`config.mk`:
```
export PLATFORM = sky130hd
export DESIGN_NAME = gbs_ctrl
export DESIGN_NICKNAME = d
export VERILOG_FILES = /design/src/gbs_pkg.sv /design/src/gbs_ctrl.sv
export SDC_FILE = /design/constraint.sdc
export NUM_CORES = 1
export LEC_CHECK = 0
export ABC_AREA = 1
export BUFFER_PORTS_ARGS = -buffer_cell sky130_fd_sc_hd__buf_2
export CORE_UTILIZATION = 55
export CTS_CLUSTER_SIZE = 20
export DETAILED_ROUTE_END_ITERATION = 10
export PLACE_DENSITY = 0.82
export SYNTH_ARGS = -nofsm -noshare
export SYNTH_HDL_FRONTEND = slang
export SYNTH_SLANG_ARGS = --single-unit
```
`constraint.sdc`:
```
create_clock -name clk -period 2 [get_ports clk]
set_clock_uncertainty 0.05 [all_clocks]
set_input_delay 0.2 -clock clk [delete_from_list [all_inputs] [get_ports clk]]
set_output_delay 0.2 -clock clk [all_outputs]
set_load 0.02 [all_outputs]
```
`src/gbs_pkg.sv`:
```
`timescale 1ns / 1ps
// ----------------------------------------------------------------------------
// gbs_pkg
// Shared types and constants for the greedy box suppression block.
// ----------------------------------------------------------------------------
package gbs_pkg;

    localparam int COORD_W  = 16;
    localparam int ID_W     = 16;
    localparam int LABEL_W  = 16;
    localparam int THR_W    = 17;
    localparam int FRAC_W   = 16;
    localparam logic [THR_W-1:0] THR_RESET = 17'd32768;

    // Stored box word: four coordinates, label, id
    localparam int BOX_W = 4 * COORD_W + LABEL_W + ID_W;

    // Derived arithmetic widths
    localparam int SPAN_W = COORD_W + 2;            // right - left + 1
    localparam int AREA_W = 2 * SPAN_W;             // product of two spans
    localparam int PROD_W = AREA_W + THR_W + 1;     // threshold times area

    // Controller to datapath commands
    typedef struct packed {
        logic load;       // store the accepted box
        logic init_i;     // point the pick index at the newest box
        logic dec_i;      // step the pick index down
        logic rd_i;       // read box at pick index
        logic rd_j;       // read box at compare index
        logic lat_pick;   // latch the picked box and mark it
        logic emit;       // pass pending pick to output, hold new one
        logic inc_j;      // step the compare index up
        logic cmp1;       // spans and overlap extents
        logic cmp2;       // area and intersection products
        logic cmp3;       // threshold product
        logic cmp4;       // compare and suppress
        logic flush;      // send last pick, clear the set
    } gbs_cmd_t;

    // Datapath to controller status
    typedef struct packed {
        logic flag_i;     // box at pick index already suppressed
        logic flag_j;     // box at compare index already suppressed
        logic i_zero;     // pick index at the first box
        logic j_at_i;     // compare index reached pick index
        logic out_free;   // output register can take a transaction
    } gbs_status_t;

endpackage

```
`src/gbs_ctrl.sv`:
```
`timescale 1ns / 1ps
// ----------------------------------------------------------------------------
// gbs_ctrl
// Sequencer for loading boxes and running the greedy suppression passes.
// ----------------------------------------------------------------------------
module gbs_ctrl
    import gbs_pkg::*;
(
    input  logic        clk,
    input  logic        rst_n,
    input  logic        in_valid,
    input  logic        in_last,
    output logic        in_stall,
    input  gbs_status_t status,
    output gbs_cmd_t    cmd
);

    typedef enum logic [11:0] {
        S_IDLE   = 12'b0000_0000_0001,
        S_START  = 12'b0000_0000_0010,
        S_SCAN_I = 12'b0000_0000_0100,
        S_LAT_I  = 12'b0000_0000_1000,
        S_EMIT   = 12'b0000_0001_0000,
        S_SCAN_J = 12'b0000_0010_0000,
        S_CMP1   = 12'b0000_0100_0000,
        S_CMP2   = 12'b0000_1000_0000,
        S_CMP3   = 12'b0001_0000_0000,
        S_CMP4   = 12'b0010_0000_0000,
        S_NEXT_I = 12'b0100_0000_0000,
        S_FLUSH  = 12'b1000_0000_0000
    } gbs_state_t;

    gbs_state_t state_reg, state_next;
    logic       accept;

    assign in_stall = (state_reg != S_IDLE);
    assign accept   = in_valid && (state_reg == S_IDLE);

    // Next state and commands
    always_comb
    begin
        state_next = state_reg;
        cmd        = '0;
        case (state_reg)
            S_IDLE:
            begin
                if (accept)
                begin
                    cmd.load = 1'b1;
                    if (in_last)
                    begin
                        state_next = S_START;
                    end
                end
            end
            S_START:
            begin
                cmd.init_i = 1'b1;
                state_next = S_SCAN_I;
            end
            S_SCAN_I:
            begin
                if (!status.flag_i)
                begin
                    cmd.rd_i   = 1'b1;
                    state_next = S_LAT_I;
                end
                else if (status.i_zero)
                begin
                    state_next = S_FLUSH;
                end
                else
                begin
                    cmd.dec_i = 1'b1;
                end
            end
            S_LAT_I:
            begin
                cmd.lat_pick = 1'b1;
                state_next   = S_EMIT;
            end
            S_EMIT:
            begin
                if (status.out_free)
                begin
                    cmd.emit   = 1'b1;
                    state_next = S_SCAN_J;
                end
            end
            S_SCAN_J:
            begin
                if (status.j_at_i)
                begin
                    state_next = S_NEXT_I;
                end
                else if (status.flag_j)
                begin
                    cmd.inc_j = 1'b1;
                end
                else
                begin
                    cmd.rd_j   = 1'b1;
                    state_next = S_CMP1;
                end
            end
            S_CMP1:
            begin
                cmd.cmp1   = 1'b1;
                state_next = S_CMP2;
            end
            S_CMP2:
            begin
                cmd.cmp2   = 1'b1;
                state_next = S_CMP3;
            end
            S_CMP3:
            begin
                cmd.cmp3   = 1'b1;
                state_next = S_CMP4;
            end
            S_CMP4:
            begin
                cmd.cmp4   = 1'b1;
                cmd.inc_j  = 1'b1;
                state_next = S_SCAN_J;
            end
            S_NEXT_I:
            begin
                if (status.i_zero)
                begin
                    state_next = S_FLUSH;
                end
                else
                begin
                    cmd.dec_i  = 1'b1;
                    state_next = S_SCAN_I;
                end
            end
            S_FLUSH:
            begin
                if (status.out_free)
                begin
                    cmd.flush  = 1'b1;
                    state_next = S_IDLE;
                end
            end
            default:
            begin
                state_next = S_IDLE;
            end
        endcase
    end

    // State register
    always_ff @(posedge clk or negedge rst_n)
    begin
        if (!rst_n)
        begin
            state_reg <= S_IDLE;
        end
        else
        begin
            state_reg <= state_next;
        end
    end

    // One state at a time
    a_state_onehot: assert property (@(posedge clk) disable iff (!rst_n)
        $onehot(state_reg))
        else $error("controller state not one-hot");

endmodule

```
==> metrics.cfg <==
[outcome]
status=finished, final reports clean

[worst_hold_path]
hold_path_class=in2reg

[synthesis]
synth-warning-count=0
avgSynthCellArea_um2=6.40
netlist_instances=142
synth.distinct_cells=17
yosys_register_bits=12
ys_seq_area_share_pct=33.2
syn_area_um2=908
synth_fp_nets=151

[clock_network]
cts_buffer_depth=2
htree_levels=1
cts_made_buffers=3
cts_setup_buffers=0
hold_buffers=1
path_clk_slew_ns=0.08
cts_sinks=12
cts-resized-gates=0
cts_tree=done
insertion_delay_ns=0.27
cts-root-buf=clkbuf_4

[finish]
final_area_um2=1080
finalNetCount=179
drive_gt1_share_pct=27.2
syn_to_final_growth_pct=19.4
largest_reg_flops=12
insertedDiodeCount=0

[worst_setup_path]
crit_required_ns=1.75
worstSetupPathType=reg2out
max_stage_delay_ns=0.56
crit_path_end_kind=primary output
crit_fanout=4
crit_buf_inv=2
slowest_stage=dfstp_2
start_kind=flip-flop
crit_chain=inv_1 > nor3_2 > nand2_1 > nor2_1 > buf_2
cp_top_family=flip-flops
cp.arrival_ns=1.59

[power_and_ir_drop]
swShare_pct=44.4
total_power_mw=1.02
clockPowerShare_pct=19.3
p_per_area_nw_per_um2=938
seqPwrFrac_pct=31.0
power.leakage_nw=0.701
peakVddDrop_uv=637
intPower_mw=0.565
switching_power_mw=0.452
combPwrFrac_pct=49.8

[sta]
period_needed_ns=1.84
post-route-period-util_pct=91.8
worst_slew_pin_slew_ns=0.285
rsz0062_at_grt=no
tns_ns=0
slew_violations=0
hold_viol=0
relSlewSlack_pct=81.0
setup_viol=0
max_freq_ghz=0.545

[grt]
grt_antenna_before_repair=0
grt_max_degree=13
grt_pass1_wl_um=3570
grt_overflow_total=0
grt_pass1_vias=840
grt_usage_pct=27.3

[die]
std_cell_rows=14
die_w_um=42.6
core-area_um2=1520
start_util_pct=59.6
fp.dieH_um=42.6
die-area_um2=1820
io_pins=23

[drt]
vias_per_cell=5.16
vias=955
drc=0
drtPass1Iterations=4
ant_nets=0
routed_wirelength_um=2110
post_drt_wl_per_cell_um=11.4
drt_iter0_drc=35

[placement]
dp_hpwl_um=1710
placed_area_um2=1040
io_buffers=22
gp_congestion=0.822

[job]
drv_cap=0

[final timing paths]
kind | from | slack (ns) | cells after the start | endpoint
min in group asynchronous | rst_n | 0.28 | 2 | state_reg[2]$_DFFE_PN0P_
worst max register to register | state_reg[0]$_DFFE_PN1P_ | 0.48 | 7 | state_reg[5]$_DFFE_PN0P_
worst max-delay path | state_reg[0]$_DFFE_PN1P_ | 0.16 | 5 | cmd[12]
worst min-delay path | status[3] | 0.07 | 2 | state_reg[6]$_DFFE_PN0P_
max in group asynchronous | rst_n | 1.35 | 2 | state_reg[0]$_DFFE_PN1P_
worst min register to register | state_reg[4]$_DFFE_PN0P_ | 0.54 | 2 | state_reg[4]$_DFFE_PN0P_
[Yosys cell counts]
master   instances  area (µm²)
o21ai_2          1        8.76
o21ai_0          2        10.0
nor3_2           2        20.0
o21ai_1          1        5.00
dfstp_2          1        26.3
nor2_1          19        71.3
nor3_1           8        40.0
nand2_2          4        25.0
inv_2            2        7.51
nand2_4          2        22.5
nor2_4           3        33.8
nand4_1          6        37.5
inv_1           28         105
dfrtp_1         11         275
nand2_1         37         139
nand3_1         10        50.1
nor2_2           5        31.3
[per-layer routing]
metal / global-route usage, % / share of wire (%) / vias to the layer above
li1: - / - / 495
met1: 35.3 / 43 / 420
met2: 44.2 / 50 / 38
met3: 5.17 / 6.0 / 2
met4: 11.3 / 0.71 / 0
met5: 0 / 0 / -
[cells in the final DEF, fill, tap and decap left out]
master         synthesis  layout
nand2_1               37      37
inv_1                 28      28
buf_2                  0      22
nor2_1                19      19
dfrtp_1               11      11
nand3_1               10      10
nor3_1                 8       8
nand4_1                6       6
nor2_2                 5       5
nand2_2                4       4
nor2_4                 3       3
clkbuf_4               0       3
nand2_4                2       2
inv_2                  2       2
nor3_2                 2       2
o21ai_0                2       2
o21ai_2                1       1
o21ai_1                1       1
clkbuf_8               0       1
dlygate4sd3_1          0       1
dfstp_2                1       1
[cells by family after synthesis]
logic type,after synthesis,synth area share (%)
AOI/OAI and AO/OA,4,2.62
buffers and inverters,30,12.4
DFF,12,33.2
and+or+nand+nor,96,51.8
[layout make-up]
type	instances	area, µm²
Multi-Input combinational cell	100	494
Fill cell	150	439
Sequential cell	12	302
Timing Repair Buffer	23	120
Inverter	30	113
Clock buffer	4	36.3
Tap cell	16	20.0
[metrics by stage]
stage	cells	hold slack (ns)	setup slack, ns	util (%)
floorplan	142	-0.146	0.367	-
global placement	180	0.0405	0.493	68.1
detailed placement	180	0.0422	0.484	68.1
CTS	185	0.0559	0.166	71.2
global route	185	0.0604	0.0273	71.2
finish	185	0.0663	0.164	71.2
[power by group through the flow]
stage	logic, mW	registers [mW]	clock network, mW
global placement	0.497	0.316	0
global route	0.555	0.319	0.217
finish	0.506	0.315	0.196
floorplan	0.398	0.313	0
detailed placement	0.501	0.319	0
CTS	0.506	0.314	0.201
Note: power is estimated with default switching activity, not from simulation.
